File: src/rtl/msd_pkg.sv
// Package for the masked string decoder: key table size, header and mask codes,
// parse phases and the work entry that travels from the front end to the back end.
// No dependencies.
package msd_pkg;

    localparam int KEY_DEPTH = 65536;
    localparam int KEY_AW = (KEY_DEPTH > 1) ? $clog2(KEY_DEPTH) : 1;

    localparam int QDEPTH = 4;
    localparam int QAW = $clog2(QDEPTH);

    localparam logic OP_KEY  = 1'b0;
    localparam logic OP_BYTE = 1'b1;

    localparam logic [7:0]  HDR_EMPTY      = 8'h00;
    localparam logic [7:0]  HDR_WIDE_EXT   = 8'h7F;
    localparam logic [7:0]  HDR_NARROW_EXT = 8'h80;
    localparam logic [15:0] MASK_WIDE      = 16'hAAAA;
    localparam logic [15:0] MASK_NARROW    = 16'h00AA;

    typedef enum logic [1:0] {
        PH_HEADER  = 2'd0,
        PH_LENGTH  = 2'd1,
        PH_PAYLOAD = 2'd2
    } phase_t;

    typedef enum logic [1:0] {
        ENT_KEY  = 2'd0,
        ENT_CHAR = 2'd1,
        ENT_FLAG = 2'd2
    } ent_kind_t;

    typedef struct packed {
        ent_kind_t          kind;
        logic [KEY_AW-1:0]  addr;
        logic [15:0]        data;
        logic               wide;
        logic               empty;
        logic               err;
        logic               last;
    } entry_t;

endpackage

File: src/rtl/msd_queue.sv
// Short entry queue between the front end and the back end of the decoder.
// Depends on msd_pkg.
module msd_queue import msd_pkg::*; (
    input  logic   aclk,
    input  logic   aresetn,
    input  logic   push,
    input  entry_t push_ent,
    input  logic   pop,
    output logic   q_valid,
    output logic   q_full,
    output entry_t q_ent
);

    entry_t          slots [QDEPTH];
    logic [QAW-1:0]  wr_reg, rd_reg;
    logic [QAW:0]    count_reg;

    always_ff @(posedge aclk) begin
        if (!aresetn) begin
            wr_reg    <= '0;
            rd_reg    <= '0;
            count_reg <= '0;
        end else begin
            if (push) begin
                wr_reg <= QAW'(wr_reg + 1'b1);
            end
            if (pop) begin
                rd_reg <= QAW'(rd_reg + 1'b1);
            end
            count_reg <= (QAW+1)'(count_reg + (QAW+1)'(push) - (QAW+1)'(pop));
        end
    end

    always_ff @(posedge aclk) begin
        if (push) begin
            slots[wr_reg] <= push_ent;
        end
    end

    assign q_valid = (count_reg != '0);
    assign q_full  = (count_reg == (QAW+1)'(QDEPTH));
    assign q_ent   = slots[rd_reg];

endmodule

File: config.mk
export PLATFORM = sky130hd
export DESIGN_NAME = msd_queue
export DESIGN_NICKNAME = d
export VERILOG_FILES = /design/src/rtl/msd_pkg.sv /design/src/rtl/msd_queue.sv
export SDC_FILE = /design/constraint.sdc
export NUM_CORES = 1
export LEC_CHECK = 0
export ABC_CLOCK_PERIOD_IN_PS = 1800
export BUFFER_PORTS_ARGS = -buffer_cell sky130_fd_sc_hd__buf_4
export CAP_MARGIN = 20
export CORE_UTILIZATION = 36
export CTS_CLUSTER_DIAMETER = 50
export CTS_CLUSTER_SIZE = 10
export DETAILED_ROUTE_END_ITERATION = 12
export SETUP_SLACK_MARGIN = 0.1
export SYNTH_ARGS = -nofsm -noshare
export SYNTH_HDL_FRONTEND = slang
export SYNTH_SLANG_ARGS = --single-unit
File: constraint.sdc
create_clock -name aclk -period 1.8 [get_ports aclk]
set_clock_uncertainty 0.1 [all_clocks]
set_input_delay 0.18 -clock aclk [delete_from_list [all_inputs] [get_ports aclk]]
set_output_delay 0.18 -clock aclk [all_outputs]
set_load 0.01 [all_outputs]
**Yosys cells after proc, flatten, opt, wreduce, memory -nomap -nowiden**

Memory sizes are Yosys's and may differ from the RTL's. A register that Yosys moved wholly into a read port is not among the register bits.
Cells that the tools add are included.

- Reduce and logical (&&, ||, !) cells: 1
- Add/subtract/negate cells: 4
- Multiplexer cells: 4
- Equality and inequality tests: 1

Operators by type and width:

| kind | number |
|---|---|
| $add 2x1->2 const B | 2 |
| $mux 2 | 2 |
| $add 3x1->3 | 1 |
| $eq 3x3->1 const B | 1 |
| $reduce_bool 3->1 | 1 |
| $sub 3x1->3 | 1 |
| $mux 1 | 2 |

- Output and inout port bits: 40
- RAM bits: 152
- Memories: 1
- Flip-flop bits (word level): 7

Memory list:

| memory | depth | width | rd ports | clocked after Yosys merged registers in | write ports | line | source |
|---|---|---|---|---|---|---|---|
| slots | 4 | 38 | 1 | 1 | 1 | msd_queue.sv:14 | `entry_t slots [QDEPTH];` |

**Logic depth before layout (Yosys ltp)**

Gate-level depths: netlist of run 1.

- Depth in word-level cells: 3
- Depth in mapped cells: 7
- Mapped depth without buffers: 7

**Worst setup path before layout of run 1**

No wires, ideal clock.

- Path type: register -> register
- Start point: register wr_reg[0]
- End point: memory slots[2][0] in the netlist's numbering, enable pin
- Arrival: 1.466 ns
- Buffers on the path: 0
- Setup slack: -0.165 ns
- Cell stages (with the launch flop): 4
- Required time: 1.301 ns
- Cell sequence: dfxtp_1 > inv_1 > ha_1 > and2_1

RTL lines:

| what | line | source |
|---|---|---|
| start, declared | msd_queue.sv:15 | `logic [QAW-1:0] wr_reg, rd_reg;` |
| start signal, assigned | msd_queue.sv:25 | `wr_reg <= QAW'(wr_reg + 1'b1);` |
| end, declared | msd_queue.sv:14 |  |

Straight into the memory's write port.

==> metrics.txt, run 1 <==
# TYPE chip_impl_metric gauge
chip_impl_info{name="critical_path.top_delay_family",value="multiplexers"} 1
chip_impl_metric{name="sequential_fraction_of_the_synthesis_area",unit="%"} 79.85
chip_impl_info{name="r2r-start",value="count_reg[0]"} 1
chip_impl_metric{name="final_core_utilization",unit="%"} 50.65
chip_impl_metric{name="floorplan.initialDensity",unit="%"} 37.14
chip_impl_metric{name="rr_worst_depth",unit=""} 6
chip_impl_metric{name="post-route-drc-count",unit=""} 0
chip_impl_metric{name="clk_pin_slew",unit="ns"} 0.06
chip_impl_info{name="cp_cell_sequence",value="buf_12 -> mux4_2 -> buf_6"} 1
chip_impl_metric{name="first_pass_grt_wire_length",unit="mm"} 17.44
chip_impl_metric{name="pin_count_of_the_biggest_net_entering_global_routing",unit=""} 22
chip_impl_metric{name="design.core.area",unit="µm²"} 16000
chip_impl_metric{name="maxCapViolCount",unit=""} 0
chip_impl_metric{name="routedWlPerCell",unit="µm"} 17.87
chip_impl_info{name="worst_hold_path.endpoint",value="count_reg[0]"} 1
chip_impl_metric{name="io_buffer_count",unit=""} 81
chip_impl_metric{name="postRouteAntennaNets",unit=""} 0
chip_impl_metric{name="synth.top_cell.area_share",unit="%"} 76.82
chip_impl_metric{name="post_route_cells_drive_above_1_share",unit="%"} 42.39
chip_impl_metric{name="setup.reg_to_reg.worst_slack",unit="ns"} 0.16
chip_impl_info{name="hold_class",value="in2reg"} 1
chip_impl_metric{name="finalCriticalPeriod",unit="ns"} 1.981
chip_impl_metric{name="pwr-share-seq",unit="%"} 47.7
chip_impl_metric{name="timing.final.crit_share",unit="%"} 110.0
chip_impl_info{name="reg2reg_to",value="count_reg[1]"} 1
chip_impl_metric{name="largest_driver_fanout_on_the_critical_path",unit=""} 18
chip_impl_metric{name="switching_share",unit="%"} 20.87
chip_impl_metric{name="max-vdd-ir-drop",unit="mV"} 0.7051
chip_impl_metric{name="die_h",unit="µm"} 130.5
chip_impl_metric{name="cts_buffers",unit=""} 17
chip_impl_metric{name="design.die.area",unit="µm²"} 17020
chip_impl_metric{name="finalSetupViolCount",unit=""} 38
chip_impl_metric{name="ioPinCount",unit=""} 82
chip_impl_info{name="route.top_layer_used",value="met4"} 1
chip_impl_metric{name="nets",unit=""} 437
chip_impl_metric{name="max-clock-path-buffers",unit=""} 2
chip_impl_metric{name="timing.critical_path.required",unit="ns"} 1.52
chip_impl_info{name="worst_hold_startpoint",value="pop"} 1
chip_impl_metric{name="antenna-diode-count",unit=""} 0
chip_impl_info{name="critical-path-slowest-cell",value="sky130_fd_sc_hd__mux4_2"} 1
chip_impl_metric{name="count_of_different_cell_masters_after_synthesis",unit=""} 21
chip_impl_info{name="critPathLaunchType",value="register"} 1
chip_impl_metric{name="post_drt_via_cell_ratio",unit=""} 4.637
chip_impl_info{name="violations_in_the_final_reports",value="negative setup slack"} 1
chip_impl_metric{name="drt_iter0_drc",unit=""} 196
chip_impl_metric{name="ys_ff_latch",unit=""} 161
chip_impl_metric{name="largest_register_ffs",unit=""} 152
chip_impl_metric{name="grt_remaining_overflow",unit=""} 0
chip_impl_metric{name="power.internal",unit="µW"} 7227
chip_impl_metric{name="clock_tree.htree_level_count",unit=""} 4
chip_impl_metric{name="max_stage_delay",unit="ns"} 0.56
chip_impl_metric{name="drtPass1Iterations",unit=""} 4
chip_impl_metric{name="combPwrFrac",unit="%"} 12.8
chip_impl_info{name="tritoncts",value="built"} 1
chip_impl_metric{name="cp.arrival",unit="ns"} 1.70
chip_impl_metric{name="wirelength_met1",unit="mm"} 4.850
chip_impl_metric{name="grt_usage",unit="%"} 14.70
chip_impl_info{name="cts_root_buf",value="sky130_fd_sc_hd__clkbuf_16"} 1
chip_impl_metric{name="antenna_found_initial",unit=""} 0
chip_impl_metric{name="relative_contribution_of_the_clock_network_to_total_power",unit="%"} 39.4
chip_impl_metric{name="syn-cell-area",unit="µm²"} 5942
chip_impl_metric{name="path_buf_inv",unit=""} 2
chip_impl_metric{name="n_fill_cell",unit=""} 1353
chip_impl_metric{name="routed-wl-met3",unit="µm"} 510
chip_impl_metric{name="via_count",unit=""} 2861
chip_impl_metric{name="clock_latency",unit="ns"} 0.42
chip_impl_metric{name="gp_congestion",unit=""} 0.6762
chip_impl_metric{name="grt_pass1_vias",unit=""} 3167
chip_impl_metric{name="maxClockFrequency",unit="GHz"} 0.5049
chip_impl_metric{name="seq_area",unit="µm²"} 4752
chip_impl_metric{name="multi_input_combinational_cell_area",unit="µm²"} 1104
chip_impl_metric{name="hold_path_depth",unit=""} 5
chip_impl_metric{name="die_x",unit="µm"} 130.5
chip_impl_metric{name="least_setup_slack_across_all_paths_after_layout",unit="ns"} -0.1807
chip_impl_info{name="setup.worst_path.class",value="reg2out"} 1
chip_impl_metric{name="detailedPlacementHpwl",unit="mm"} 6.427
chip_impl_info{name="result_of_the_run",value="finished, violations left"} 1
chip_impl_metric{name="synthesis.yosys.warnings",unit=""} 0
chip_impl_info{name="critical_path.endpoint_type",value="output pin"} 1
chip_impl_metric{name="net_switching_component_of_the_power",unit="µW"} 1906
chip_impl_metric{name="synth_cells",unit=""} 241
chip_impl_metric{name="timing.slew.headroom",unit="%"} 75.80
chip_impl_metric{name="final_slew_viol_count",unit=""} 0
chip_impl_metric{name="dp_worst_setup_slack",unit="ns"} 0.1125
chip_impl_metric{name="timing_hold_violations_final",unit=""} 0
chip_impl_metric{name="placement_rows",unit=""} 46
chip_impl_metric{name="total_leakage_power",unit="µW"} 0.002821
chip_impl_metric{name="synthesis.nets",unit=""} 290
chip_impl_metric{name="power.density_cell_area",unit="nW/µm²"} 1127
chip_impl_metric{name="final_cell_count_no_fill",unit=""} 617
chip_impl_metric{name="route.final.wire_length",unit="mm"} 11.03
chip_impl_info{name="grt_setup_unrepaired",value="true"} 1
chip_impl_info{name="synthTopCellsByArea",value="sky130_fd_sc_hd__edfxtp_1 77%, sky130_fd_sc_hd__mux4_2 14%, sky130_fd_sc_hd__dfxtp_1 3.0%"} 1
chip_impl_metric{name="numClockSinks",unit=""} 161
chip_impl_metric{name="post-place-cells",unit=""} 542
chip_impl_metric{name="layout-area-overhead-vs-synth",unit="%"} 36.39
chip_impl_metric{name="dr_wl_met2",unit="mm"} 5.467
chip_impl_metric{name="post_synth.cell_area_avg",unit="µm²"} 24.66
chip_impl_info{name="netlist.top_cell.by_area",value="sky130_fd_sc_hd__edfxtp_1"} 1
chip_impl_metric{name="actual_transition_at_the_worst_max_transition_pin",unit="ns"} 0.3630
-- cell usage after synthesis --
| library cell | n |
|---|---|
| sky130_fd_sc_hd__edfxtp_1 | 152 |
| sky130_fd_sc_hd__mux4_2 | 38 |
| sky130_fd_sc_hd__dfxtp_1 | 9 |
| sky130_fd_sc_hd__inv_1 | 7 |
| sky130_fd_sc_hd__and2_1 | 6 |
| sky130_fd_sc_hd__ha_1 | 6 |
| sky130_fd_sc_hd__nor2_1 | 5 |
| sky130_fd_sc_hd__buf_2 | 3 |
| sky130_fd_sc_hd__buf_12 | 2 |
| sky130_fd_sc_hd__xnor2_1 | 2 |
| sky130_fd_sc_hd__a21bo_2 | 1 |
| sky130_fd_sc_hd__a21oi_1 | 1 |
| sky130_fd_sc_hd__and3_1 | 1 |
| sky130_fd_sc_hd__buf_4 | 1 |
| sky130_fd_sc_hd__buf_6 | 1 |
| sky130_fd_sc_hd__clkbuf_1 | 1 |
| sky130_fd_sc_hd__fa_1 | 1 |
| sky130_fd_sc_hd__mux2i_1 | 1 |
| sky130_fd_sc_hd__nand3b_1 | 1 |
| sky130_fd_sc_hd__or3_1 | 1 |
| sky130_fd_sc_hd__xor3_1 | 1 |
-- metal layers --
| layer | global-route usage (%) | up-vias |
|---|---|---|
| met2 | 23.81 | 66 |
| met5 | 0 | - |
| met3 | 4.886 | 17 |
| met1 | 18.31 | 1479 |
| li1 | - | 1299 |
| met4 | 5.882 | 0 |
-- stage by stage --
stage                     hold WS [ns]  area (µm²)  power [µW]  setup TNS, ns
after global routing            0.3074        8104        9478         -8.596
final                           0.2703        8104        9133         -5.823
after floorplan                 0.1789        5947        4964              0
after CTS                       0.2223        8099        9253         -7.792
after detailed placement        0.2828        6905        5447              0
after global placement          0.2792        6905        5415              0
-- how the worst max path moves through the flow --
| stage | startpoint | cells past startpoint | endpoint | slack, ns |
|---|---|---|---|---|
| CTS | register | 3 | q_ent[13] | -0.23 |
| global route | register | 3 | q_ent[27] | -0.25 |
| floorplan | count_reg[0] | 7 | count_reg[2] | 0.20 |
| global placement | count_reg[0] | 7 | count_reg[2] | 0.17 |
| finish | register | 3 | q_ent[13] | -0.18 |
| detailed placement | count_reg[0] | 7 | count_reg[2] | 0.11 |
-- logic make-up (layout without fill, tap and decap cells) --
group	count (synthesis)	in the layout	share of synthesized area [%]
buffers and inverters	15	175	1.748
xor gates and xnor gates	3	3	0.6949
muxes	39	39	14.57
and+or+nand+nor	14	14	1.285
DFF	161	161	79.85
adders and majority gates	7	7	1.600
AOI/OAI and AO/OA	2	2	0.2526
-- area by class of cell --
type	instances	area share [%]
inverter	7	0.3242
tap	216	3.335
timing repair buffer	136	16.71
clock buffer	22	5.728
sequential	161	58.64
multi-input combinational	65	13.62
clock inverter	10	1.652
-- worst min-delay path, stage by stage --
cell                     delay, ns
sky130_fd_sc_hd__buf_4        0.09
sky130_fd_sc_hd__ha_1         0.21
sky130_fd_sc_hd__inv_1        0.05
sky130_fd_sc_hd__ha_2         0.13
sky130_fd_sc_hd__and2_1       0.10
-- cells in the final DEF (no fill, tap or decap), drive strengths merged, types with 2 or more instances in the layout --
master,n
edfxtp,152
buf,94
dlygate4sd3,41
mux4,38
clkbuf,22
dfxtp,9
inv,7
ha,6
and2,6
clkinv,6
nor2,5
bufinv,3
xnor2,2
-- repair_timing --
action / CTS / global route
endpoints found under the setup margin: 38 / 39
endpoints found under the hold margin: 160 / 0
hold buffers: 41 / 0
gates cloned: 1 / 0
setup buffers: 1 / 0
gates resized for setup: 39 / 2
-- power groups by stage --
stage	clock network, µW	registers, µW	logic (µW)
2_1_floorplan	0	4420	545
3_3_place_gp	0	4430	987
3_5_place_dp	0	4440	1010
4_1_cts	3690	4360	1200
5_1_grt	3830	4380	1270
6_report	3600	4360	1170
Note: power is estimated with default switching activity, not from simulation.
==> inputs of run 2 (changes only) <==
ABC_CLOCK_PERIOD_IN_PS = 2400   (was 1800)
clock period = 2.4 ns   (was 1.8 ns; I/O delays follow)
==> run 2 against run 1 <==
The flow now finishes without violations. First-iteration DRC count down 27%. Register-to-register slack better by 0.40 ns. Combinational power down 33%. Largest cell class unchanged.
==> metrics.txt, run 2 (same netlist as run 1, synthesis figures left out) <==
# TYPE chip_impl_metric gauge
chip_impl_metric{name="post_drt_via_cell_ratio",unit=""} 4.672
chip_impl_metric{name="maxCapViolCount",unit=""} 0
chip_impl_info{name="grt_setup_unrepaired",value="false"} 1
chip_impl_metric{name="drtPass1Iterations",unit=""} 4
chip_impl_metric{name="routedWlPerCell",unit="µm"} 17.48
chip_impl_metric{name="finalSetupViolCount",unit=""} 0
chip_impl_metric{name="layout-area-overhead-vs-synth",unit="%"} 32.49
chip_impl_metric{name="final.setup.tns",unit="ns"} 0
chip_impl_metric{name="detailedPlacementHpwl",unit="mm"} 6.401
chip_impl_metric{name="placement.cell_area",unit="µm²"} 6900
chip_impl_metric{name="pwr-share-seq",unit="%"} 49.0
chip_impl_metric{name="post-place-cells",unit=""} 538
chip_impl_metric{name="fin_area",unit="µm²"} 7873
chip_impl_metric{name="design.die.area",unit="µm²"} 17020
chip_impl_info{name="critical-path-slowest-cell",value="sky130_fd_sc_hd__mux4_2"} 1
chip_impl_metric{name="final_cell_count_no_fill",unit=""} 609
chip_impl_metric{name="path_buf_inv",unit=""} 2
chip_impl_info{name="cts_root_buf",value="sky130_fd_sc_hd__clkbuf_16"} 1
chip_impl_info{name="worst_hold_startpoint",value="pop"} 1
chip_impl_metric{name="max-vdd-ir-drop",unit="mV"} 0.4810
chip_impl_metric{name="least_setup_slack_across_all_paths_after_layout",unit="ns"} 0.2231
chip_impl_metric{name="post_route_cells_drive_above_1_share",unit="%"} 41.73
chip_impl_metric{name="die_h",unit="µm"} 130.5
chip_impl_metric{name="post-route-drc-count",unit=""} 0
chip_impl_metric{name="pin_count_of_the_biggest_net_entering_global_routing",unit=""} 39
chip_impl_metric{name="timing.slew.headroom",unit="%"} 74.22
chip_impl_metric{name="max_stage_delay",unit="ns"} 0.58
chip_impl_metric{name="route.final.wire_length",unit="mm"} 10.65
chip_impl_metric{name="switching_share",unit="%"} 21.57
chip_impl_info{name="r2r-start",value="count_reg[0]"} 1
chip_impl_metric{name="ctsHoldBuffers",unit=""} 39
chip_impl_metric{name="number_of_post_cts_setup_repair_buffers",unit=""} 0
chip_impl_metric{name="first_pass_grt_wire_length",unit="mm"} 16.61
chip_impl_metric{name="antenna_found_initial",unit=""} 0
chip_impl_metric{name="n_fill_cell",unit=""} 1375
chip_impl_metric{name="antenna-diode-count",unit=""} 0
chip_impl_metric{name="die_x",unit="µm"} 130.5
chip_impl_metric{name="clk_pin_slew",unit="ns"} 0.07
chip_impl_metric{name="worstSetupPathDepth",unit=""} 3
chip_impl_metric{name="via_count",unit=""} 2845
chip_impl_metric{name="timing_hold_violations_final",unit=""} 0
chip_impl_metric{name="grt_remaining_overflow",unit=""} 0
chip_impl_metric{name="final_slew_viol_count",unit=""} 0
chip_impl_metric{name="dp_worst_setup_slack",unit="ns"} 0.5488
chip_impl_metric{name="max-clock-path-buffers",unit=""} 2
chip_impl_info{name="cp_cell_sequence",value="buf_4 -> mux4_2 -> buf_4"} 1
chip_impl_info{name="crit_top_cell",value="sky130_fd_sc_hd__buf_4"} 1
chip_impl_info{name="reg2reg_to",value="count_reg[2]"} 1
chip_impl_metric{name="relative_contribution_of_the_clock_network_to_total_power",unit="%"} 39.2
chip_impl_info{name="critical_path.top_delay_family",value="multiplexers"} 1
chip_impl_info{name="critical_path.endpoint_type",value="output pin"} 1
chip_impl_metric{name="actual_transition_at_the_worst_max_transition_pin",unit="ns"} 0.3868
chip_impl_metric{name="finalCriticalPeriod",unit="ns"} 2.177
chip_impl_metric{name="gp_congestion",unit=""} 0.6538
chip_impl_metric{name="numClockSinks",unit=""} 161
chip_impl_info{name="most-common-layout-cells",value="152 x sky130_fd_sc_hd__edfxtp_1, 82 x sky130_fd_sc_hd__buf_4, 39 x sky130_fd_sc_hd__dlygate4sd3_1"} 1
chip_impl_metric{name="io_buffer_count",unit=""} 81
chip_impl_metric{name="clock_tree.htree_level_count",unit=""} 4
chip_impl_metric{name="timing.final.crit_share",unit="%"} 90.70
chip_impl_metric{name="timing.hold.ws",unit="ns"} 0.03293
chip_impl_metric{name="clock_latency",unit="ns"} 0.42
chip_impl_metric{name="design.core.area",unit="µm²"} 16000
chip_impl_metric{name="timing.critical_path.required",unit="ns"} 2.06
chip_impl_metric{name="maxClockFrequency",unit="GHz"} 0.4594
chip_impl_metric{name="cp.arrival",unit="ns"} 1.84
chip_impl_info{name="worst_setup_endpoint",value="q_ent[10]"} 1
chip_impl_metric{name="drt_iter0_drc",unit=""} 143
chip_impl_metric{name="grt_pass1_vias",unit=""} 3107
chip_impl_info{name="setup.worst_path.class",value="reg2out"} 1
chip_impl_metric{name="total_leakage_power",unit="µW"} 0.002713
chip_impl_metric{name="nets",unit=""} 429
chip_impl_metric{name="largest_driver_fanout_on_the_critical_path",unit=""} 15
chip_impl_metric{name="ioPinCount",unit=""} 82
chip_impl_metric{name="grt_usage",unit="%"} 14.05
chip_impl_info{name="layout_commonest_cell",value="sky130_fd_sc_hd__edfxtp_1"} 1
chip_impl_metric{name="combPwrFrac",unit="%"} 11.7
chip_impl_metric{name="largest_register_ffs",unit=""} 152
chip_impl_metric{name="cts.repair.resized",unit=""} 0
chip_impl_metric{name="postRouteAntennaNets",unit=""} 0
chip_impl_metric{name="setup.reg_to_reg.worst_slack",unit="ns"} 0.56
chip_impl_metric{name="rr_worst_depth",unit=""} 7
chip_impl_info{name="result_of_the_run",value="complete, no violations"} 1
chip_impl_info{name="hold_class",value="in2reg"} 1
chip_impl_metric{name="placement_rows",unit=""} 46
chip_impl_metric{name="floorplan.initialDensity",unit="%"} 37.14
chip_impl_metric{name="power.density_cell_area",unit="nW/µm²"} 846.3
chip_impl_info{name="critPathLaunchType",value="register"} 1
chip_impl_metric{name="net_switching_component_of_the_power",unit="µW"} 1437
chip_impl_metric{name="power.internal",unit="µW"} 5226
chip_impl_info{name="tritoncts",value="built"} 1
chip_impl_metric{name="cts_buffers",unit=""} 17
run 2: changes by cell type in the layout (fill, tap and decap cells not counted), moves of 2 or more:
| cell | delta |
|---|---|
| sky130_fd_sc_hd__buf_12 | +2 |
| sky130_fd_sc_hd__dlygate4sd3_1 | -2 |
| sky130_fd_sc_hd__clkinvlp_4 | +3 |
| sky130_fd_sc_hd__buf_6 | -38 |
| sky130_fd_sc_hd__buf_4 | +31 |
run 2: layout make-up:
class	count	area, µm²	share of cell area [%]
sequential	161	4750	60.33
clock inverter	12	135.1	1.716
timing repair buffer	128	1146	14.56
inverter	7	26.28	0.3338
clock buffer	20	446.7	5.674
multi-input combinational	65	1099	13.95
tap	216	270.3	3.433
run 2: per-layer routing:
| layer | global-route usage [%] | up-vias | wire, µm | part of all wire [%] |
|---|---|---|---|---|
| met5 | 0 | - | 0 | 0 |
| met4 | 6.694 | 0 | 195 | 1.8 |
| met3 | 4.805 | 15 | 564 | 5.3 |
| met2 | 23.72 | 72 | 5592 | 53 |
| met1 | 16.10 | 1470 | 4292 | 40 |
| li1 | - | 1288 | - | - |
run 2: how the worst min path moves through the flow:
stage,endpoint,slack [ns],depth (start not counted)
4_1_cts,register,0.01,3
6_report,rd_reg[0],0.03,3
3_3_place_gp,slots[0][4],0.34,1
2_1_floorplan,slots[0][0],0.24,0
3_5_place_dp,slots[1][36],0.35,1
5_1_grt,rd_reg[0],0.04,3
run 2: power groups by stage:
stage | registers [µW] | clock network [µW] | logic (µW)
3_3_place_gp | 3320 | 0 | 741
5_1_grt | 3280 | 2800 | 854
2_1_floorplan | 3320 | 0 | 405
4_1_cts | 3270 | 2690 | 805
3_5_place_dp | 3330 | 0 | 750
6_report | 3270 | 2620 | 780
run 2: metrics by stage:
stage	power (µW)	util (%)
3_5_place_dp	4078	43.13
4_1_cts	6762	49.20
5_1_grt	6938	49.20
3_3_place_gp	4060	43.13
6_report	6663	49.20
2_1_floorplan	3722	-
run 2: worst reg2reg max path: stages, from the launching register on:
cell and delay, ns:
sky130_fd_sc_hd__dfxtp_1 0.33, sky130_fd_sc_hd__inv_1 0.05, sky130_fd_sc_hd__ha_1 0.26, sky130_fd_sc_hd__inv_1 0.04
sky130_fd_sc_hd__ha_1 0.18, sky130_fd_sc_hd__fa_1 0.36, sky130_fd_sc_hd__xor3_1 0.37, sky130_fd_sc_hd__nor2_1 0.04
