## config.mk

```make
export PLATFORM = sky130hd
export DESIGN_NAME = msd_front
export DESIGN_NICKNAME = d
export VERILOG_FILES = /design/src/rtl/msd_pkg.sv /design/src/rtl/msd_front.sv
export SDC_FILE = /design/constraint.sdc
export NUM_CORES = 1
export LEC_CHECK = 0
export BUFFER_PORTS_ARGS = -buffer_cell sky130_fd_sc_hd__buf_2
export CAP_MARGIN = 40
export CORE_ASPECT_RATIO = 0.8
export CORE_MARGIN = 2
export CORE_UTILIZATION = 40
export DETAILED_ROUTE_END_ITERATION = 7
export HOLD_SLACK_MARGIN = 0.12
export PLACE_DENSITY = 0.71
export SLEW_MARGIN = 20
export SYNTH_ARGS = -nofsm -noshare
export SYNTH_HDL_FRONTEND = slang
export SYNTH_SLANG_ARGS = --single-unit
```

## constraint.sdc

```tcl
create_clock -name aclk -period 5.2 [get_ports aclk]
set_input_delay 0.26 -clock aclk [delete_from_list [all_inputs] [get_ports aclk]]
set_output_delay 0.26 -clock aclk [all_outputs]
set_load 0.01 [all_outputs]
```

## src/rtl/msd_pkg.sv

```systemverilog
// Package for the masked string decoder: key table size, header and mask codes,
// parse phases and the work entry that travels from the front end to the back end.
// No dependencies.
package msd_pkg;

    localparam int KEY_DEPTH = 65536;
    localparam int KEY_AW = (KEY_DEPTH > 1) ? $clog2(KEY_DEPTH) : 1;

    localparam int QDEPTH = 4;
    localparam int QAW = $clog2(QDEPTH);

    localparam logic OP_KEY  = 1'b0;
    localparam logic OP_BYTE = 1'b1;

    localparam logic [7:0]  HDR_EMPTY      = 8'h00;
    localparam logic [7:0]  HDR_WIDE_EXT   = 8'h7F;
    localparam logic [7:0]  HDR_NARROW_EXT = 8'h80;
    localparam logic [15:0] MASK_WIDE      = 16'hAAAA;
    localparam logic [15:0] MASK_NARROW    = 16'h00AA;

    typedef enum logic [1:0] {
        PH_HEADER  = 2'd0,
        PH_LENGTH  = 2'd1,
        PH_PAYLOAD = 2'd2
    } phase_t;

    typedef enum logic [1:0] {
        ENT_KEY  = 2'd0,
        ENT_CHAR = 2'd1,
        ENT_FLAG = 2'd2
    } ent_kind_t;

    typedef struct packed {
        ent_kind_t          kind;
        logic [KEY_AW-1:0]  addr;
        logic [15:0]        data;
        logic               wide;
        logic               empty;
        logic               err;
        logic               last;
    } entry_t;

endpackage

```

## src/rtl/msd_front.sv

```systemverilog
// Front end of the masked string decoder: parses headers and lengths, tracks
// position and mask, and turns beats into work entries for the back end.
// Depends on msd_pkg.
module msd_front import msd_pkg::*; (
    input  logic        aclk,
    input  logic        aresetn,
    input  logic        accept,
    input  logic        op,
    input  logic [15:0] key_address,
    input  logic [7:0]  byte_value,
    output logic        push_valid,
    output entry_t      push_ent
);

    phase_t      phase_reg, phase_next;
    logic        wide_reg, wide_next;
    logic [23:0] len_reg, len_next;
    logic [1:0]  cnt_reg, cnt_next;
    logic [16:0] left_reg, left_next;
    logic [16:0] pos_reg, pos_next;
    logic [15:0] mask_reg, mask_next;
    logic [7:0]  low_reg, low_next;

    logic [7:0]  mag;
    logic [31:0] bs_len;
    logic        bs_wide;
    logic [32:0] bs_need;
    logic        bs_empty;
    logic        bs_err;

    always_ff @(posedge aclk) begin
        if (!aresetn) begin
            phase_reg <= PH_HEADER;
            wide_reg  <= 1'b0;
            len_reg   <= '0;
            cnt_reg   <= '0;
            left_reg  <= '0;
            pos_reg   <= '0;
            mask_reg  <= MASK_WIDE;
            low_reg   <= '0;
        end else begin
            phase_reg <= phase_next;
            wide_reg  <= wide_next;
            len_reg   <= len_next;
            cnt_reg   <= cnt_next;
            left_reg  <= left_next;
            pos_reg   <= pos_next;
            mask_reg  <= mask_next;
            low_reg   <= low_next;
        end
    end

    // A string start needs the signed length and the character width.
    always_comb begin
        mag      = byte_value[7] ? 8'(~byte_value + 8'd1) : byte_value;
        bs_len   = (phase_reg == PH_LENGTH) ? {byte_value, len_reg} : {24'd0, mag};
        bs_wide  = (phase_reg == PH_LENGTH) ? wide_reg : ~byte_value[7];
        bs_need  = bs_wide ? {bs_len, 1'b0} : {1'b0, bs_len};
        bs_empty = bs_len[31] || (bs_len == 32'd0);
        bs_err   = bs_need > 33'(KEY_DEPTH);
    end

    always_comb begin
        phase_next = phase_reg;
        wide_next  = wide_reg;
        len_next   = len_reg;
        cnt_next   = cnt_reg;
        left_next  = left_reg;
        pos_next   = pos_reg;
        mask_next  = mask_reg;
        low_next   = low_reg;
        push_valid = 1'b0;
        push_ent   = '{kind: ENT_FLAG, addr: '0, data: '0, wide: 1'b0,
                       empty: 1'b0, err: 1'b0, last: 1'b1};

        if (accept && op == OP_KEY) begin
            if ({1'b0, key_address} < 17'(KEY_DEPTH)) begin
                push_valid    = 1'b1;
                push_ent.kind = ENT_KEY;
                push_ent.addr = key_address[KEY_AW-1:0];
                push_ent.data = {8'd0, byte_value};
            end
        end else if (accept) begin
            unique case (phase_reg)
                PH_HEADER: begin
                    if (byte_value == HDR_EMPTY) begin
                        push_valid     = 1'b1;
                        push_ent.empty = 1'b1;
                    end else if (byte_value == HDR_WIDE_EXT ||
                                 byte_value == HDR_NARROW_EXT) begin
                        wide_next  = ~byte_value[7];
                        len_next   = '0;
                        cnt_next   = '0;
                        phase_next = PH_LENGTH;
                    end else begin
                        wide_next = bs_wide;
                    end
                end
                PH_LENGTH: begin
                    case (cnt_reg)
                        2'd0:    len_next[7:0]   = byte_value;
                        2'd1:    len_next[15:8]  = byte_value;
                        2'd2:    len_next[23:16] = byte_value;
                        default: len_next        = len_reg;
                    endcase
                    cnt_next = 2'(cnt_reg + 2'd1);
                    if (cnt_reg != 2'd3) begin
                        phase_next = PH_LENGTH;
                    end
                end
                PH_PAYLOAD: begin
                    if (wide_reg && !pos_reg[0]) begin
                        low_next = byte_value;
                        pos_next = 17'(pos_reg + 17'd1);
                    end else begin
                        push_valid    = 1'b1;
                        push_ent.kind = ENT_CHAR;
                        push_ent.addr = pos_reg[KEY_AW-1:0];
                        push_ent.wide = wide_reg;
                        push_ent.last = (left_reg == 17'd1);
                        if (wide_reg) begin
                            push_ent.data = {byte_value, low_reg} ^ mask_reg;
                            mask_next     = 16'(mask_reg + 16'd1);
                        end else begin
                            push_ent.data = {8'd0, byte_value ^ mask_reg[7:0]};
                            mask_next     = {8'd0, 8'(mask_reg[7:0] + 8'd1)};
                        end
                        pos_next  = 17'(pos_reg + 17'd1);
                        left_next = 17'(left_reg - 17'd1);
                        if (left_reg == 17'd1) begin
                            phase_next = PH_HEADER;
                        end
                    end
                end
                default: begin
                    phase_next = PH_HEADER;
                end
            endcase

            // Start of a string, from a short header or the last length byte.
            if ((phase_reg == PH_HEADER && byte_value != HDR_EMPTY &&
                 byte_value != HDR_WIDE_EXT && byte_value != HDR_NARROW_EXT) ||
                (phase_reg == PH_LENGTH && cnt_reg == 2'd3)) begin
                if (bs_empty || bs_err) begin
                    push_valid     = 1'b1;
                    push_ent.wide  = bs_wide;
                    push_ent.empty = bs_empty;
                    push_ent.err   = ~bs_empty;
                    phase_next     = PH_HEADER;
                end else begin
                    left_next  = bs_len[16:0];
                    pos_next   = '0;
                    mask_next  = bs_wide ? MASK_WIDE : MASK_NARROW;
                    phase_next = PH_PAYLOAD;
                end
            end
        end
    end

endmodule

```

Yosys cells after proc, flatten, opt, wreduce, memory -nomap -nowiden
Index checks and enable logic that the tools add are counted.
{"block": "word_totals", "in_bits": 28, "output_inout_bits": 39, "wordCells": 124, "reg_bits": 87}
{"block": "classes", "reduce_logical": 25, "magnitude_cmp": 1, "muxes": 53, "bitwise": 8, "eq_ne": 21, "add_sub_neg": 6}
{"operator": "2-to-1 mux 17 bit", "n": 7}
{"operator": "2-to-1 mux 16 bit", "n": 7}
{"operator": "2-to-1 mux 35 bit", "n": 2}
{"operator": "2-to-1 mux 24 bit", "n": 2}
{"operator": "one-hot mux 24 bit (2 select lines)", "n": 1}
{"operator": "2-to-1 mux 38 bit", "n": 1}
{"operator": "2-to-1 mux 34 bit", "n": 1}
{"operator": "greater-than comparator 33 x 17 -> 1 bit, second input constant", "n": 1}
{"operator": "2-to-1 mux 33 bit", "n": 1}
{"operator": "zero test 32 bit", "n": 1}
{"operator": "2-to-1 mux 32 bit", "n": 1}
{"operator": "2-to-1 mux 8 bit", "n": 4}
{"operator": "2-to-1 mux 2 bit", "n": 9}
{"operator": "AND reduction 6 bit", "n": 3}
{"operator": "adder 17 x 1 -> 17 bit, second input constant", "n": 1}
{"operator": "equality test 17 x 1 -> 1 bit, second input constant", "n": 1}
{"operator": "subtractor 17 x 1 -> 17 bit, second input constant", "n": 1}
{"operator": "adder 16 x 1 -> 16 bit, second input constant", "n": 1}
{"operator": "adder 8 x 1 -> 8 bit, second input constant", "n": 2}
{"operator": "bitwise XOR 16 bit", "n": 1}
{"operator": "2-to-1 mux 1 bit", "n": 11}
{"operator": "equality test 8 x 7 -> 1 bit, second input constant", "n": 1}
{"operator": "equality test 8 bit, second input constant", "n": 1}
{"operator": "zero test 8 bit", "n": 1}
{"operator": "28 further kinds", "n": 52}

Depth between registers and ports, before layout
Gate-level depths: netlist (run 1).
{"block": "logic_depth", "depth_word": 11, "mapped_depth": 13, "ltp_nobuf": 10}

Worst setup path before layout (run 1)
Ideal clock, no wire load.
{"block": "synth_path", "path_kind": "input to output", "startpoint": "in byte_value[0]", "endpoint": "out push_ent[3] (netlist bit)", "stages": 11, "required_time_ns": 4.940, "n_path_buf": 2, "slack_ns": 2.285, "t_arrival_ns": 2.655, "cell_sequence": "buf_6 > inv_1 > ha_1 > or3b_1 > a2111oi_1 > a31oi_1 > nor4_4 > and2_2 > clkbuf_4 > nor2_1 > o31ai_1"}
{"item": "start: declaration", "line_no": "msd_front.sv:10", "rtl": "input logic [7:0] byte_value,"}
{"item": "end: declaration", "line_no": "msd_front.sv:12", "rtl": "output entry_t push_ent"}

==> results of run 1 <==
per-layer routing:
metal | part of all wire, % | GRT usage (%) | vias up
met5 | 0 | 0 | -
met4 | 1.4 | 6.617 | 0
met3 | 9.5 | 5.532 | 21
met2 | 42 | 29.60 | 219
met1 | 47 | 32.63 | 2459
li1 | - | - | 2540
final timing paths:
path	from	slack (ns)	to
max	phase_reg[0]	1.60	push_ent[3]
min	aresetn	0.30	left_reg[5]
max reg2reg	phase_reg[0]	1.81	left_reg[9]
min reg2reg	left_reg[10]	0.47	left_reg[10]
layout by cell type, fill, tap and decap left out, types with 3 or more instances in the layout:
cell type / n
a211o_1: 3
a211oi_1: 3
a21boi_0: 7
a21oi_1: 36
a22o_1: 15
a22oi_1: 4
a31oi_1: 7
and2_1: 9
and3_1: 9
buf_2: 66
buf_4: 8
clkbuf_16: 9
dfxtp_1: 86
ha_1: 10
inv_1: 18
mux2i_1: 35
nand2_1: 65
nand2b_1: 9
nand3_1: 28
nand4_1: 3
nor2_1: 119
nor2b_1: 6
nor3_1: 26
nor4_1: 9
o21ai_0: 31
o2bb2ai_1: 4
o31ai_1: 6
or2_2: 3
or3_1: 5
or4_1: 3
xnor2_1: 15
xor2_1: 22
power by group:
group / internal, W / switching, W
logic: 0.0000709 / 0.000129
clock network: 0.000374 / 0.000283
registers: 0.000670 / 0.0000138
total: 0.00111 / 0.000426
kinds of logic after synthesis:
kind of cell    share of synthesized area (%)
xor+xnor                                5.984
fa+ha+maj                               2.311
buf+inv                                 6.123
mux                                     6.885
compound gates                          19.06
simple gates                            27.84
flops                                   31.79
metrics by stage:
| stage | util, % | instances | power [W] | setup slack, ns | cell area, sq um |
|---|---|---|---|---|---|
| after CTS | 46.45 | 915 | 0.001545 | 1.642 | 6065 |
| after global routing | 46.57 | 916 | 0.001593 | 1.416 | 6080 |
| final | 46.57 | 916 | 0.001541 | 1.602 | 6080 |
| after global placement | 44.13 | 899 | 0.0008922 | 1.812 | 5761 |
| after floorplan | - | 696 | 0.0008358 | 2.285 | 5415 |
| after detailed placement | 44.18 | 900 | 0.0008920 | 1.699 | 5768 |
area by class of cell:
class | instances | area, sq um
Clock buffer | 9 | 225.2
Clock inverter | 6 | 71.32
Multi-Input combinational cell | 547 | 3369
Inverter | 18 | 67.56
Sequential cell | 86 | 1722
Tap cell | 175 | 219.0
Fill cell | 1305 | 6975
Timing Repair Buffer | 75 | 405.4
==> impl_metrics.json, run 1 <==
{
  "cpLargestDelayFamily": "simple AND/OR/NAND/NOR gates",
  "dp_hpwl_mm": 11.12,
  "maxCapViolCount": 0,
  "synth_flop_cell": "dfxtp_1",
  "io_pins": 67,
  "cts_made_buffers": 9,
  "die-area_sq_um": 14490,
  "drive_gt1_share_pct": 15.38,
  "hold_path.class": "primary input to flip-flop",
  "path_max_fanout": 20,
  "report.final.hold_viol_count": 0,
  "setup_tns_ns": 0,
  "critPathBufInv": 1,
  "drt_iter0_markers": 687,
  "maxSlewViolCount": 0,
  "ys_seq_area_share_pct": 31.79,
  "worstPathRequired_ns": 4.94,
  "synth_cell_types": 78,
  "die_y_um": 108.1,
  "start_kind": "flip-flop",
  "end_kind": "primary output",
  "grt_overflow": 0,
  "synth.top_cells.by_count": "nor2_1, dfxtp_1, nand2_1, a21oi_1, mux2i_1",
  "power-per-cell-area_nw_per_um2": 253.4,
  "synth_fp_nets": 734,
  "cp_cell_sequence": "nand2b_1 > nor2_1 > a22oi_1 > nor4_4 > and2_2 > nor2_1 > o31ai_1 > buf_2",
  "ant_nets": 0,
  "clockBufferDepth": 2,
  "initial_core_util_pct": 41.48,
  "vias": 5239,
  "ys_top_cells_by_area": "dfxtp_1, nor2_1, mux2i_1",
  "period_share_pct": 69.19,
  "yosysWarnings": 0,
  "status": "complete, no violations",
  "area_growth_pct": 12.27,
  "root_buffer": "clkbuf_16",
  "routed_wl_mm": 15.53,
  "clk-insertion-delay-late_ns": 0.35,
  "synth_top_area_share_pct": 31.79,
  "io_buffers": 66,
  "place.gp.congestion": 0.9982,
  "cts_tree": "done",
  "finalCriticalPeriod_ns": 3.598,
  "crit_type": "flip-flop to primary output",
  "synth_edf_count": 0,
  "grt_pass1_vias": 4510,
  "coreArea_sq_um": 13060,
  "antenna_cells": 0,
  "cts.htree.levels": 3,
  "clkTransAtPathRegs_ns": 0.07,
  "syn-instance-count": 696,
  "synth_top_cell_by_area": "dfxtp_1",
  "hold_buffers": 0,
  "via_per_inst": 5.719,
  "postCtsSetupBuffers": 0,
  "antenna_found_initial": 0,
  "hold_path_depth": 2,
  "clock_skew_ns": 0.007700,
  "clock-sinks": 86,
  "ir_drop_uv": 172.4,
  "grt.total_usage_pct": 21.58,
  "die_w_um": 134.1,
  "arrival_ns": 3.34,
  "firstDrtPassIters": 5,
  "avgSynthCellArea_sq_um": 7.780,
  "timing.fmax_mhz": 277.9,
  "drc": 0,
  "whs_ns": 0.3024,
  "routedWlPerCell_um": 16.95,
  "crit_top_cell": "nor2_1",
  "async_flop_share_pct": 0,
  "rsz0062_at_grt": "no",
  "ys_seq_elements": 86,
  "critPathMaxStageDelay_ns": 0.57,
  "p_leak_nw": 2.363,
  "largest_reg_flops": 24,
  "worstMarginPinSlew_ns": 0.9334,
  "grt_max_degree": 38,
  "cpMaxStageDelayCell": "dfxtp_1",
  "path_depth": 8,
  "num_rows": 37,
  "setup_viol": 0,
  "max_slew_margin_pct": 37.77,
  "cts-resized-gates": 0,
  "synthesis.area_sq_um": 5415,
  "grt_first_pass_wirelength_mm": 24.53,
  "yosysMostFrequentCell": "nor2_1",
  "nets": 775,
  "reg2regPathDepth": 8
}
(Power assumes the default switching activity.)
==> run 2: changes to the inputs <==
Settings changed: PLACE_DENSITY 0.71 to 0.73.
Clock period 5.2 ns to 3.2 ns, I/O delays scaled along.
==> impl_metrics.json, run 2 (synthesis gave the netlist of run 1 again) <==
{
  "layout_common_cells": "nor2_1, dfxtp_1, buf_2",
  "dp_hpwl_mm": 11.77,
  "clk-insertion-delay-late_ns": 0.34,
  "postCtsSetupBuffers": 0,
  "io_buffers": 66,
  "firstDrtPassIters": 5,
  "dp.cells": 925,
  "start_kind": "primary input",
  "maxSlewViolCount": 0,
  "ir_drop_uv": 275.2,
  "maxCapViolCount": 0,
  "drc": 0,
  "stdcell_area_sq_um": 6336,
  "clock_skew_ns": 0.005904,
  "place.gp.congestion": 0.9288,
  "placed_area_sq_um": 5963,
  "multiInputGateArea_sq_um": 3377,
  "setup_tns_ns": 0,
  "grt.total_usage_pct": 22.51,
  "cts_tree": "done",
  "crit_type": "primary input to primary output",
  "root_buffer": "clkbuf_16",
  "clockBufferDepth": 2,
  "fin_cells": 942,
  "initial_core_util_pct": 41.48,
  "end_kind": "primary output",
  "cpMaxStageDelayCell": "a2111oi_1",
  "grt_overflow": 0,
  "dr_wl_met3_mm": 1.158,
  "crit_top_cell": "buf_2",
  "wl_met1_mm": 7.910,
  "routedWlPerCell_um": 17.27,
  "cp_cell_sequence": "buf_2 > inv_1 > ha_1 > or3b_1 > a2111oi_1 > a31oi_1 > nor4_4 > and2_2 > nor2_1 > o31ai_1 > buf_2",
  "rsz0062_at_grt": "no",
  "max_slew_margin_pct": 55.12,
  "grt_pass1_vias": 4750,
  "ant_nets": 0,
  "die_y_um": 108.1,
  "status": "complete, no violations",
  "die-area_sq_um": 14490,
  "grt_first_pass_wirelength_mm": 25.90,
  "clkTransAtPathRegs_ns": 0.06,
  "worstPathRequired_ns": 3.04,
  "fillCellCount": 1327,
  "io_pins": 67,
  "routed_wl_mm": 16.27,
  "largest_reg_flops": 24,
  "via_per_inst": 5.693,
  "vias": 5363,
  "cts-resized-gates": 0,
  "report.final.hold_viol_count": 0,
  "clock-sinks": 86,
  "power_w": 0.002743,
  "area_growth_pct": 17.01,
  "hold_path.class": "primary input to flip-flop",
  "critPathBufInv": 3,
  "nets": 799,
  "arrival_ns": 2.92,
  "cts_made_buffers": 9,
  "grt_max_degree": 24,
  "critPathMaxStageDelay_ns": 0.49,
  "drt_iter0_markers": 663,
  "antenna_found_initial": 0,
  "p_leak_nw": 2.517,
  "finalCriticalPeriod_ns": 3.078,
  "timing.fmax_mhz": 324.8,
  "layout_commonest_cell": "nor2_1",
  "fin_ws_ns": 0.1216,
  "path_max_fanout": 7,
  "dp_slack_ns": 0.1276,
  "routed.top_layer": "met4",
  "num_rows": 37,
  "cpLargestDelayFamily": "simple AND/OR/NAND/NOR gates",
  "power-per-cell-area_nw_per_um2": 432.9,
  "route.met2.wl_mm": 6.994,
  "die_w_um": 134.1,
  "coreArea_sq_um": 13060,
  "cts.htree.levels": 3,
  "period_share_pct": 96.20,
  "drive_gt1_share_pct": 18.15,
  "hold_buffers": 0,
  "worstMarginPinSlew_ns": 0.6696,
  "final-seq-area_sq_um": 1722,
  "setup_viol": 0
}
[run 2: cell types whose count changed in the layout (fill, tap and decap cells not counted), moves of 2 or more]
cell and delta:
inv_6 -2, buf_4 +24, clkinvlp_4 -2, bufinv_16 +3
[run 2: worst paths after layout]
check                 from           end  slack [ns]  cells past startpoint
max          byte_value[1]   push_ent[3]        0.12                     11
min reg2reg   left_reg[13]  left_reg[13]        0.46                      1
max reg2reg    len_reg[16]   left_reg[0]        0.30                      8
min                aresetn   left_reg[5]        0.23                      2
[run 2: metrics by stage]
stage / hold WS [ns] / utilization (%)
global placement: 0.4453 / 45.56
CTS: 0.2186 / 48.46
detailed placement: 0.4493 / 45.68
floorplan: 0.3861 / -
finish: 0.2333 / 48.53
global route: 0.2437 / 48.51
[run 2: power by group]
group | switching, W | total (W) | internal [W]
clock | 0.000441 | 0.00128 | 0.000842
sequential | 0.0000248 | 0.00111 | 0.00109
combinational | 0.000216 | 0.000347 | 0.000131
total | 0.000681 | 0.00274 | 0.00206
[run 2: layout make-up]
type,instances,area share [%]
flip-flops and latches,86,27.17
clock inverters,6,2.113
diodes,1,0.03949
multi-input cells,547,53.30
clock buffers,10,3.614
repair buffers,99,9.242
inverters,18,1.066
well taps,175,3.456
[run 2: worst reg2reg max path, stage by stage (launching register included)]
cell	delay, ns
dfxtp_1	0.40
or4_2	0.74
a21oi_1	0.19
a31oi_1	0.05
a21oi_1	0.34
a21boi_2	0.21
nor3_2	0.55
a21oi_1	0.08
o211a_1	0.24
[run 2: layer usage]
metal / track usage (%) / up-vias
met5: 0 / -
met4: 5.338 / 0
met3: 4.501 / 19
met2: 32.97 / 222
met1: 33.77 / 2529
li1: - / 2593
==> run 3: changes to the inputs <==
Settings changed: CELL_PAD_IN_SITES_DETAIL_PLACEMENT set to 0, CELL_PAD_IN_SITES_GLOBAL_PLACEMENT set to 1, CORE_UTILIZATION 40 to 39, PLACE_DENSITY 0.73 to 0.88.
==> impl_metrics.json, run 3 (synthesis gave the netlist of run 1 again) <==
{
  "cpMaxStageDelayCell": "or4_2",
  "fillCellCount": 1360,
  "finalCriticalPeriod_ns": 3.120,
  "grt_pass1_vias": 4820,
  "die_y_um": 109.4,
  "timing.fmax_mhz": 320.5,
  "area_growth_pct": 16.10,
  "root_buffer": "clkbuf_16",
  "maxSlewViolCount": 0,
  "clk-insertion-delay-late_ns": 0.34,
  "layout_commonest_cell": "nor2_1",
  "crit_type": "flip-flop to primary output",
  "hold_path.class": "primary input to flip-flop",
  "maxCapViolCount": 0,
  "path_max_fanout": 6,
  "period_share_pct": 97.51,
  "clkTransAtPathRegs_ns": 0.06,
  "io_buffers": 66,
  "nets": 800,
  "cpLargestDelayFamily": "compound AO/OA/AOI/OAI gates",
  "rsz0062_at_grt": "no",
  "cts.htree.levels": 3,
  "io_pins": 67,
  "setup_tns_ns": 0,
  "clock-sinks": 86,
  "clock_skew_ns": 0.008321,
  "die-area_sq_um": 14850,
  "drive_gt1_share_pct": 18.12,
  "initial_core_util_pct": 39.96,
  "routedWlPerCell_um": 17.16,
  "drc": 0,
  "coreArea_sq_um": 13550,
  "startpoint": "len_reg[16]",
  "start_kind": "flip-flop",
  "hold_buffers": 0,
  "fin_cells": 947,
  "power-per-cell-area_nw_per_um2": 411.2,
  "ant_nets": 0,
  "worstHoldStart": "aresetn",
  "grt_overflow": 0,
  "report.final.hold_viol_count": 0,
  "via_per_inst": 5.558,
  "cts_made_buffers": 9,
  "drt_iter0_markers": 477,
  "num_rows": 38,
  "cts_tree": "done",
  "clockBufferDepth": 2,
  "grt_max_degree": 23,
  "p_leak_nw": 2.498,
  "cp_cell_sequence": "or4_2 > a21oi_1 > a31oi_1 > a21oi_1 > a21boi_2 > nor2_1 > nor2_1 > o31a_1 > buf_2",
  "setup_viol": 0,
  "postCtsSetupBuffers": 0,
  "critPathMaxStageDelay_ns": 0.74,
  "vias": 5263,
  "firstDrtPassIters": 5,
  "dp.cells": 931,
  "grt_first_pass_wirelength_mm": 26.14,
  "critPathBufInv": 1,
  "dp_hpwl_mm": 11.98,
  "r2r_start": "len_reg[16]",
  "end_kind": "primary output",
  "status": "complete, no violations",
  "largest_reg_flops": 24,
  "max_slew_margin_pct": 53.27,
  "layout_common_cells": "nor2_1, dfxtp_1, buf_2",
  "ir_drop_uv": 234.1,
  "antenna_cells": 0,
  "worstMarginPinSlew_ns": 0.7002,
  "place.gp.congestion": 0.9351,
  "arrival_ns": 2.96,
  "die_w_um": 135.7,
  "antenna_found_initial": 0,
  "routed_wl_mm": 16.25,
  "worstPathRequired_ns": 3.04,
  "grt.total_usage_pct": 22.43
}
## run 3: cell count changes in the layout (fill, tap and decap cells not counted), sizes merged
cell      change
buf           +1
diode         -1
clkinvlp      +1
clkinv        +1
bufinv        -2
## run 3: final timing paths
check        cells past startpoint      endpoint  slack [ns]
max                              9    push_valid        0.08
min                              2   left_reg[5]        0.24
max reg2reg                      8   left_reg[5]        0.17
min reg2reg                      1  left_reg[10]        0.47
## run 3: timing repair
| item | CTS | global route |
|---|---|---|
| gates resized for setup | 0 | 2 |
| hold endpoints to repair | 0 | 0 |
| setup endpoints to repair | 0 | 1 |
## run 3: worst register-to-register path: stages, from the launching register on
cell	delay, ns
dfxtp_1	0.40
or4_2	0.74
a21oi_1	0.17
a31oi_1	0.06
a21oi_1	0.40
a21bo_2	0.24
nand2_1	0.13
a2111oi_0	0.60
o31a_1	0.23
## run 3: power by group
part	leakage (nW)	total (W)	internal [W]	switching [W]
clock	0.152	0.00112	0.000683	0.000441
combinational	1.65	0.000349	0.000132	0.000217
sequential	0.695	0.00111	0.00109	0.0000242
## run 3: final cells by class
cell class | count | area, sq um | share of cell area, %
Clock inverter | 6 | 86.33 | 1.373
Multi-Input combinational cell | 547 | 3372 | 53.63
Clock buffer | 10 | 229.0 | 3.642
Inverter | 18 | 67.56 | 1.075
Timing Repair Buffer | 100 | 585.6 | 9.313
Tap cell | 180 | 225.2 | 3.582
Sequential cell | 86 | 1722 | 27.38
## run 3: per-stage QoR
| step | utilization (%) | setup slack, ns | hold WS [ns] | area, sq um | power (W) |
|---|---|---|---|---|---|
| after floorplan | - | 0.4196 | 0.3861 | 5415 | 0.001358 |
| after detailed placement | 44.04 | 0.1151 | 0.4485 | 5967 | 0.001475 |
| final | 46.40 | 0.07972 | 0.2371 | 6287 | 0.002585 |
| after global routing | 46.40 | 0.001309 | 0.2332 | 6287 | 0.002681 |
| after global placement | 44.04 | 0.1913 | 0.4435 | 5967 | 0.001475 |
| after CTS | 46.36 | 0.1614 | 0.2233 | 6282 | 0.002597 |
## run 3: routing by layer
layer / vias up / global-route usage [%] / wire (um)
li1: 2586 / - / -
met1: 2483 / 33.00 / 7817
met2: 175 / 33.15 / 7068
met3: 19 / 4.426 / 1089
met4: 0 / 6.324 / 272
met5: - / 0 / 0
